File: src/rtl/mhpq_pkg.sv
// shared types and constants of the max heap priority queue
package mhpq_pkg;

  localparam int unsigned CAPACITY = 8;
  localparam int unsigned CNT_W    = $clog2(CAPACITY + 1);
  localparam int unsigned VALUE_W  = 32;
  localparam int unsigned ENTRY_W  = 4;

  typedef enum logic {
    OP_INSERT = 1'b0,
    OP_REMOVE = 1'b1
  } op_e;

  typedef enum logic [1:0] {
    ST_OK    = 2'd0,
    ST_FULL  = 2'd1,
    ST_EMPTY = 2'd2
  } status_e;

  // command broadcast to every cell of the chain
  typedef struct packed {
    logic                      ins;
    logic                      rem;
    logic signed [VALUE_W-1:0] value;
  } cmd_t;

endpackage

File: src/rtl/mhpq_cell.sv
// one cell of the sorted chain: holds one entry and trades it with its neighbors
module mhpq_cell (
  input  logic                               clk_i,
  input  logic                               rst_ni,
  input  mhpq_pkg::cmd_t                     cmd_i,
  input  logic signed [mhpq_pkg::VALUE_W-1:0] left_val_i,
  input  logic                               left_valid_i,
  input  logic                               left_take_i,
  input  logic signed [mhpq_pkg::VALUE_W-1:0] right_val_i,
  input  logic                               right_valid_i,
  output logic signed [mhpq_pkg::VALUE_W-1:0] val_o,
  output logic                               valid_o,
  output logic                               take_o
);
  import mhpq_pkg::*;

  logic signed [VALUE_W-1:0] val_q, val_d;
  logic                      valid_q, valid_d;
  logic                      take;

  // the new value displaces this entry when it is strictly greater or the cell is free
  assign take = cmd_i.ins && (!valid_q || (cmd_i.value > val_q));

  always_comb begin
    val_d   = val_q;
    valid_d = valid_q;
    if (cmd_i.ins) begin
      valid_d = valid_q || left_valid_i;
      if (take) begin
        val_d = left_take_i ? left_val_i : cmd_i.value;
      end
    end else if (cmd_i.rem) begin
      val_d   = right_val_i;
      valid_d = right_valid_i;
    end
  end

  always_ff @(posedge clk_i or negedge rst_ni) begin
    if (!rst_ni) begin
      valid_q <= 1'b0;
    end else begin
      valid_q <= valid_d;
    end
  end

  always_ff @(posedge clk_i) begin
    val_q <= val_d;
  end

  assign val_o   = val_q;
  assign valid_o = valid_q;
  assign take_o  = take;

endmodule

File: src/rtl/mhpq_chain.sv
// row of cells kept in descending order, largest entry at the head
module mhpq_chain (
  input  logic                                clk_i,
  input  logic                                rst_ni,
  input  mhpq_pkg::cmd_t                      cmd_i,
  output logic signed [mhpq_pkg::VALUE_W-1:0] head_val_o,
  output logic                                head_valid_o,
  output logic [mhpq_pkg::CAPACITY-1:0]       occupied_o
);
  import mhpq_pkg::*;

  logic signed [VALUE_W-1:0] val   [CAPACITY];
  logic                      valid [CAPACITY];
  logic                      take  [CAPACITY];

  for (genvar i = 0; i < CAPACITY; i++) begin : g_cell
    logic signed [VALUE_W-1:0] left_val;
    logic                      left_valid;
    logic                      left_take;
    logic signed [VALUE_W-1:0] right_val;
    logic                      right_valid;

    if (i == 0) begin : g_first
      // the head always fills on insert and never takes a shifted entry
      assign left_val   = cmd_i.value;
      assign left_valid = 1'b1;
      assign left_take  = 1'b0;
    end else begin : g_mid_left
      assign left_val   = val[i-1];
      assign left_valid = valid[i-1];
      assign left_take  = take[i-1];
    end

    if (i == CAPACITY - 1) begin : g_last
      assign right_val   = val[i];
      assign right_valid = 1'b0;
    end else begin : g_mid_right
      assign right_val   = val[i+1];
      assign right_valid = valid[i+1];
    end

    mhpq_cell u_cell (
      .clk_i        (clk_i),
      .rst_ni       (rst_ni),
      .cmd_i        (cmd_i),
      .left_val_i   (left_val),
      .left_valid_i (left_valid),
      .left_take_i  (left_take),
      .right_val_i  (right_val),
      .right_valid_i(right_valid),
      .val_o        (val[i]),
      .valid_o      (valid[i]),
      .take_o       (take[i])
    );

    assign occupied_o[i] = valid[i];
  end

  assign head_val_o   = val[0];
  assign head_valid_o = valid[0];

endmodule

File: src/rtl/max_heap_priority_queue_top.sv
// top level of the max priority queue with stream ports
// result timing: a result is registered and presented in the cycle after its input transaction is accepted
// throughput: one transaction per cycle while the result side takes each result
// every insert or remove finishes in one chain step, all cells shift in parallel
// reset: asynchronous active low, clears the occupancy bits and the count, queue empty
// no clearing pass after reset, the block accepts transactions on the first cycle
module max_heap_priority_queue_top (
  input  logic        clk_i,
  input  logic        rst_ni,
  // input channel
  input  logic        s_axis_tvalid_i,
  output logic        s_axis_tready_o,
  input  logic [31:0] s_axis_tdata_i,  // [31:0] value
  input  logic [0:0]  s_axis_tuser_i,  // [0] operation
  // result channel
  output logic        m_axis_tvalid_o,
  input  logic        m_axis_tready_i,
  output logic [39:0] m_axis_tdata_o,  // [31:0] max_value, [35:32] entry_count, [39:36] zero
  output logic [1:0]  m_axis_tuser_o   // [1:0] status
);
  import mhpq_pkg::*;

  // input side
  logic                      s_fire;
  op_e                       op;
  logic                      full;
  logic                      empty;
  cmd_t                      cmd;

  // chain view
  logic signed [VALUE_W-1:0] head_val;
  logic                      head_valid;
  logic [CAPACITY-1:0]       occupied;

  // entry count
  logic [CNT_W-1:0]          count_q, count_d;

  // result register, parts the two sides of the block
  logic                      out_valid_q, out_valid_d;
  status_e                   out_status_q, out_status_d;
  logic signed [VALUE_W-1:0] out_value_q, out_value_d;
  logic [ENTRY_W-1:0]        out_count_q, out_count_d;

  // a new transaction is taken whenever the result register is free or draining
  assign s_axis_tready_o = !out_valid_q || m_axis_tready_i;
  assign s_fire          = s_axis_tvalid_i && s_axis_tready_o;

  assign op    = op_e'(s_axis_tuser_i[0]);
  assign full  = (count_q == CNT_W'(CAPACITY));
  assign empty = !head_valid;

  // errors leave the chain untouched
  always_comb begin
    cmd.ins   = s_fire && (op == OP_INSERT) && !full;
    cmd.rem   = s_fire && (op == OP_REMOVE) && !empty;
    cmd.value = s_axis_tdata_i;
  end

  mhpq_chain u_chain (
    .clk_i       (clk_i),
    .rst_ni      (rst_ni),
    .cmd_i       (cmd),
    .head_val_o  (head_val),
    .head_valid_o(head_valid),
    .occupied_o  (occupied)
  );

  always_comb begin
    count_d = count_q;
    if (cmd.ins) begin
      count_d = count_q + CNT_W'(1);
    end else if (cmd.rem) begin
      count_d = count_q - CNT_W'(1);
    end
  end

  // build the result of the accepted transaction
  always_comb begin
    out_status_d = ST_OK;
    out_value_d  = '0;
    case (op)
      OP_INSERT: begin
        if (full) begin
          out_status_d = ST_FULL;
        end
      end
      OP_REMOVE: begin
        if (empty) begin
          out_status_d = ST_EMPTY;
        end else begin
          // the head cell always holds the maximum
          out_value_d = head_val;
        end
      end
      default: begin
        out_status_d = ST_OK;
      end
    endcase
    // entry count is reported modulo the field width
    out_count_d = ENTRY_W'(count_d);
  end

  always_comb begin
    out_valid_d = out_valid_q;
    if (s_fire) begin
      out_valid_d = 1'b1;
    end else if (m_axis_tready_i) begin
      out_valid_d = 1'b0;
    end
  end

  always_ff @(posedge clk_i or negedge rst_ni) begin
    if (!rst_ni) begin
      count_q     <= '0;
      out_valid_q <= 1'b0;
    end else begin
      count_q     <= count_d;
      out_valid_q <= out_valid_d;
    end
  end

  // payload of the result register, loaded on each accepted transaction
  always_ff @(posedge clk_i) begin
    if (s_fire) begin
      out_status_q <= out_status_d;
      out_value_q  <= out_value_d;
      out_count_q  <= out_count_d;
    end
  end

  assign m_axis_tvalid_o = out_valid_q;
  assign m_axis_tdata_o  = {4'b0000, out_count_q, out_value_q};
  assign m_axis_tuser_o  = out_status_q;

  // occupancy bits of the chain agree with the count
  a_count_matches: assert property (@(posedge clk_i) disable iff (!rst_ni)
    $countones(occupied) == int'(count_q))
    else $error("chain occupancy and entry count disagree");

  // the head is occupied exactly when the queue holds entries
  a_head_valid: assert property (@(posedge clk_i) disable iff (!rst_ni)
    head_valid == (count_q != '0))
    else $error("head occupancy and entry count disagree");

  // an insert into a full queue reports the full error
  a_full_error: assert property (@(posedge clk_i) disable iff (!rst_ni)
    (s_fire && (op == OP_INSERT) && full) |=> (m_axis_tuser_o == ST_FULL))
    else $error("insert into full queue did not report full");

  // a successful remove returns the previous head
  a_remove_value: assert property (@(posedge clk_i) disable iff (!rst_ni)
    cmd.rem |=> ((m_axis_tdata_o[31:0] == $past(head_val)) && (m_axis_tuser_o == ST_OK)))
    else $error("remove did not return the head entry");

endmodule

File: config.mk
export PLATFORM = sky130hd
export DESIGN_NAME = max_heap_priority_queue_top
export DESIGN_NICKNAME = d
export VERILOG_FILES = /design/src/rtl/mhpq_pkg.sv /design/src/rtl/mhpq_cell.sv /design/src/rtl/mhpq_chain.sv /design/src/rtl/max_heap_priority_queue_top.sv
export SDC_FILE = /design/constraint.sdc
export NUM_CORES = 1
export LEC_CHECK = 0
export ABC_AREA = 1
export BUFFER_PORTS_ARGS = -buffer_cell sky130_fd_sc_hd__buf_4
export CELL_PAD_IN_SITES_DETAIL_PLACEMENT = 0
export CELL_PAD_IN_SITES_GLOBAL_PLACEMENT = 1
export CORE_UTILIZATION = 43
export CTS_CLUSTER_DIAMETER = 40
export CTS_CLUSTER_SIZE = 28
export DETAILED_ROUTE_END_ITERATION = 16
export PLACE_DENSITY_LB_ADDON = 0.1
export REMOVE_ABC_BUFFERS = 1
export SETUP_SLACK_MARGIN = 0.02
export SYNTH_ARGS = -nofsm -noshare
export SYNTH_HDL_FRONTEND = slang
export SYNTH_HIERARCHICAL = 1
export SYNTH_SLANG_ARGS = --single-unit
File: constraint.sdc
create_clock -name clk_i -period 3.1 [get_ports clk_i]
set_input_delay 0.62 -clock clk_i [delete_from_list [all_inputs] [get_ports clk_i]]
set_output_delay 0.62 -clock clk_i [all_outputs]
set_load 0.01 [all_outputs]
# Word-level counts from Yosys, hierarchy flattened
# Cells that the tools add are included.
# Widths: inputs -> output; s select.
word_totals:
  reg_bits: 307
  latch_bits: 0
  ramBits: 0
  mem_bits_ro: 0
  input_bits: 37
  out_inout_bits: 44
  word_cells: 141
  memories: 0
op_classes:
  n_addsub: 2
  multipliers: 0
  div: 0
  order_cmp: 8
  eq_ne: 8
  n_shift: 0
  muxes: 51
  bitwise: 1
  reduce_logical: 50
op_table:
  columns: ["op", "count"]
  rows:
  - ["$mux 32", 28]
  - ["$gt 32x32->1", 8]
  - ["$mux 1", 19]
  - ["$reduce_and 2->1", 9]
  - ["$logic_or 1x1->1", 16]
  - ["$ne 2x2->1 const B", 7]
  - ["$logic_and 1x1->1", 13]
  - ["$logic_not 1->1", 10]
  - ["$mux 4", 2]
  - ["$add 4x1->4 const B", 1]
  - ["$eq 4x4->1 const B", 1]
  - ["$pmux 2 s2", 1]
  - ["$reduce_bool 2->1", 2]
  - ["$sub 4x1->4 const B", 1]
  - ["$mux 2", 1]
  - ["$not 1->1", 1]

# Depth between registers and ports, before layout
logic_depth:
  ltp_word: 9
  mapped_depth: 22
  depth_no_buf: 21

# By module
# Netlist, hierarchy kept.
by_module_without_submodules:
  columns: ["module", "instances", "cells_per_inst", "area_per_inst_um2", "seq_area_each_um2"]
  rows:
  - ["mhpq_cell", 8, 327, 2536.2, 985.9]
  - ["max_heap_priority_queue_top", 1, 170, 1848.0, 1266.2]
  - ["mhpq_chain", 1, 10, 67.6, 0.0]

# Worst setup path after synthesis
# OpenSTA, ideal clock, no wires.
synth_timing:
  path_type: "input to register"
  startpoint: "input m_axis_tready_i"
  endpoint: "register u_chain.g_cell[0].u_cell.val_q[0] (enable)"
  setup_ns: 0.389
  arrival_time_ns: 3.062
  required_time_ns: 2.711
  slack_ns: -0.352
  cell_stages: 9
  n_path_buf: 1
  cell_sequence: "inv_1 -> nand2_4 -> nand2_4 -> inv_2 -> nand3_4 -> inv_2 -> clkbuf_2 -> nand2_1 -> nand2_1"
synth_lines:
  columns: ["item", "line_no", "text"]
  rows:
  - ["start: declaration", "max_heap_priority_queue_top.sv:17", "input logic m_axis_tready_i,"]
  - ["end signal: assignment", "mhpq_cell.sv:47", "val_q <= val_d;"]
  - ["end: declaration", "mhpq_cell.sv:17", "logic signed [VALUE_W-1:0] val_q, val_d;"]

# Worst setup path in the final report
layout_timing:
  startpoint: "register u_chain.g_cell[5].u_cell.val_q[27]"
  endpoint: "register u_chain.g_cell[6].u_cell.val_q[25] (data pin)"
layout_via:
  elab_chain_cells: 6
layout_rtl:
  columns: ["item", "line_no", "text"]
  rows:
  - ["start: declaration", "mhpq_cell.sv:17", null]
  - ["start signal: assignment", "mhpq_cell.sv:47", null]
  - ["$gt 32x32->1", "mhpq_cell.sv:22", "assign take = cmd_i.ins && (!valid_q || (cmd_i.value > val_q));"]
  - ["$logic_or 1x1->1", "mhpq_cell.sv:22", null]
  - ["$logic_and 1x1->1", "mhpq_cell.sv:22", null]
  - ["net u_chain.g_cell[6].left_take", "mhpq_chain.sv:19", "logic left_take;"]
  - ["$mux 32", "mhpq_cell.sv:30", "val_d = left_take_i ? left_val_i : cmd_i.value;"]
  - ["$mux 32", "mhpq_cell.sv:29", "if (take) begin"]
  - ["$mux 32", "mhpq_cell.sv:27", "if (cmd_i.ins) begin"]
  - ["net u_chain.g_cell[6].u_cell.val_d[25]", "mhpq_cell.sv:17", null]
  - ["end signal: assignment", "mhpq_cell.sv:47", null]
  - ["end: declaration", "mhpq_cell.sv:17", null]
# The timed path passes the listed nets, and every way through them passes these cells. The select of a mux whose other input is x is not followed.
# A chain may end at the register's enable or synchronous reset.

==> impl_metrics.toml <==
[status]
status = "finished clean"

[power]
power.density_nw_per_um2 = 713.2
p_clk_frac = 0.409
total_leakage_power_nw = 12.36
p_int_mw = 12.71
pwr-share-seq = 0.343
p_total_mw = 18.74
switchingPower_mw = 6.039
p_sw_frac = 0.3222
ir_drop_v = 0.0003551
p_comb_frac = 0.248

[final_layout]
antenna_cells = 0
fillers = 4842
syn2layout_area_growth_pct = 18.70
stdcell_count = 3625
drive_above_1_share = 0.1094
final_core_util = 0.5206
final_nets = 3194
final_area_um2 = 26280

[setup_path]
path_class = "reg2reg"
worstPathRequired_ns = 3.42
r2r_cells = 16
rrSetupSlack_ns = 0.49
arrival_ns = 2.93
critPathMaxFanout = 16
r2r-start = "u_chain/g_cell[5].u_cell/val_o[27]$_DFFE_PP_"
start_kind = "register"
reg2reg_to = "u_chain/g_cell[6].u_cell/val_o[25]$_DFFE_PP_"
endpoint_kind = "register"

[drt]
routed_wl_um = 61430
drt-vias-per-instance = 5.311
wl_per_cell_um = 16.95
ant_nets = 0
drc_errors = 0
drt_iter0_markers = 1480
vias = 19250
first_pass_iters = 5

[cts]
clockBufferDepth = 3
ctsResizeCount = 0
clk-insertion-delay-late_ns = 0.58
cts_buffers = 70
cts_root_buffer = "clkbuf_16"
cts.sinks = 307
cts_tree = "built"
htreeDepth = 3
clkTransAtPathRegs_ns = 0.05

[timing]
rsz0062_at_grt = "no"
fin_crit_sh = 0.8433
worst-slew-pin-transition_ns = 0.5777
slew_violations = 0
period_minus_slack_ns = 2.614
slew_headroom = 0.6139
finalHoldViolations = 0
holdWs_ns = 0.3000
tns_ns = 0
fmax_ghz = 0.3825
setup_slack_ns = 0.4858
fin_skew_ns = 0.01944
setup_violations = 0

[yosys]
yosysWarnings = 6
avgSynthCellArea_um2 = 7.944
syn_inst = 2787
syn_area_um2 = 22140

[grt]
grt_pass1_wl_um = 99570
grt_pass1_vias = 18690
grt_usage = 0.2359
antenna_found_initial = 0
grt-ovfl-total = 0
grt_max_degree = 69

[floorplanning]
num_rows = 82
die_area_um2 = 52400
die_w_um = 228.9
coreArea_um2 = 50480
start_util = 0.4386
die_h_um = 228.9
io_pins = 81

[run]
max_cap_viol_count = 0

[place]
place_hpwl_um = 45980
io_buffer_count = 76
placed_cells = 3498
placed_area_um2 = 23850
place_ws_ns = 0.03314
globalplace.congestion = 0.8605

[worst_hold_path]
min_from = "s_axis_tvalid_i"
hold_path.class = "in2reg"
min_path_cells = 3
hold_end = "m_axis_tvalid_o$_DFFE_PN0P_"
registers in the layout (all words and copies together), names as in the netlist:
name,cells
m_axis_tuser_o,2
out_value_q,32
count_q,4
m_axis_tvalid_o,1
out_count_q,4
u_chain/g_cell.u_cell/valid_o,8
u_chain/g_cell.u_cell/val_o,256
repair_timing:
action                                 CTS  global route
setup endpoints to repair                0             0
endpoints found under the hold margin   13             0
hold buffers                             1             0
setup buffers                            0             0
worst max-delay path, cell delays in order (launching register included):
cell      delay, ns
edfxtp_1       0.43
inv_1          0.07
ha_1           0.29
nand2_1        0.08
nor2_1         0.18
nand2_2        0.12
nor4_4         0.18
nand2_1        0.11
nand3_1        0.07
nand3_1        0.08
nand2_1        0.06
nand2_1        0.07
inv_1          0.13
inv_1          0.07
buf_4          0.19
nor2_1         0.15
o21ai_1        0.09
area by class of cell:
type / instances / area, um2 / area share
clock buffers: 80 / 1853 / 0.07051
flip-flops and latches: 307 / 9154 / 0.3483
clock inverters: 46 / 568.0 / 0.02161
multi-input cells: 2002 / 11160 / 0.4245
repair buffers: 135 / 1266 / 0.04818
inverters: 383 / 1443 / 0.05489
well taps: 672 / 840.8 / 0.03199
per-layer routing:
| metal | track usage | part of all wire | vias up |
|---|---|---|---|
| met5 | 0 | 0 | - |
| met4 | 0.07188 | 0.020 | 0 |
| met3 | 0.02869 | 0.056 | 82 |
| met2 | 0.3691 | 0.44 | 548 |
| met1 | 0.3400 | 0.48 | 9107 |
| li1 | - | - | 9515 |
cell usage in the layout, fill, tap and decap left out, types with 18 or more instances in the layout:
master,instances
nand2_1,589
ha_1,258
clkbuf_16,73
a21oi_1,104
o21ai_0,400
buf_12,20
clkinv_1,18
nand3_1,42
buf_4,114
inv_1,357
o21ai_1,136
edfxtp_1,294
nor2_1,355
worst max-delay path by stage:
stage,depth (start not counted),endpoint,slack [ns],start
after floorplan,9,u_chain/g_cell[0].u_cell/val_o[0]$_DFFE_PP_,-1.90,m_axis_tready_i
after global placement,20,u_chain/g_cell[4].u_cell/val_o[16]$_DFFE_PP_,0.07,s_axis_tdata_i[3]
after detailed placement,20,u_chain/g_cell[4].u_cell/val_o[31]$_DFFE_PP_,0.03,s_axis_tdata_i[5]
after CTS,18,u_chain/g_cell[1].u_cell/val_o[17]$_DFFE_PP_,0.48,u_chain/g_cell[0].u_cell/val_o[7]$_DFFE_PP_
after global routing,17,u_chain/g_cell[4].u_cell/val_o[17]$_DFFE_PP_,0.17,u_chain/g_cell[3].u_cell/val_o[27]$_DFFE_PP_
final,16,u_chain/g_cell[6].u_cell/val_o[25]$_DFFE_PP_,0.49,u_chain/g_cell[5].u_cell/val_o[27]$_DFFE_PP_
power by group through the flow:
stage,registers [mW],clock network [mW],logic [mW]
2_1_floorplan,6.23,0,3.08
3_3_place_gp,6.50,0,4.47
3_5_place_dp,6.49,0,4.63
4_1_cts,6.42,7.82,4.67
5_1_grt,6.53,8.02,5.34
6_report,6.43,7.66,4.66
Power figures use the tool's default switching activity.
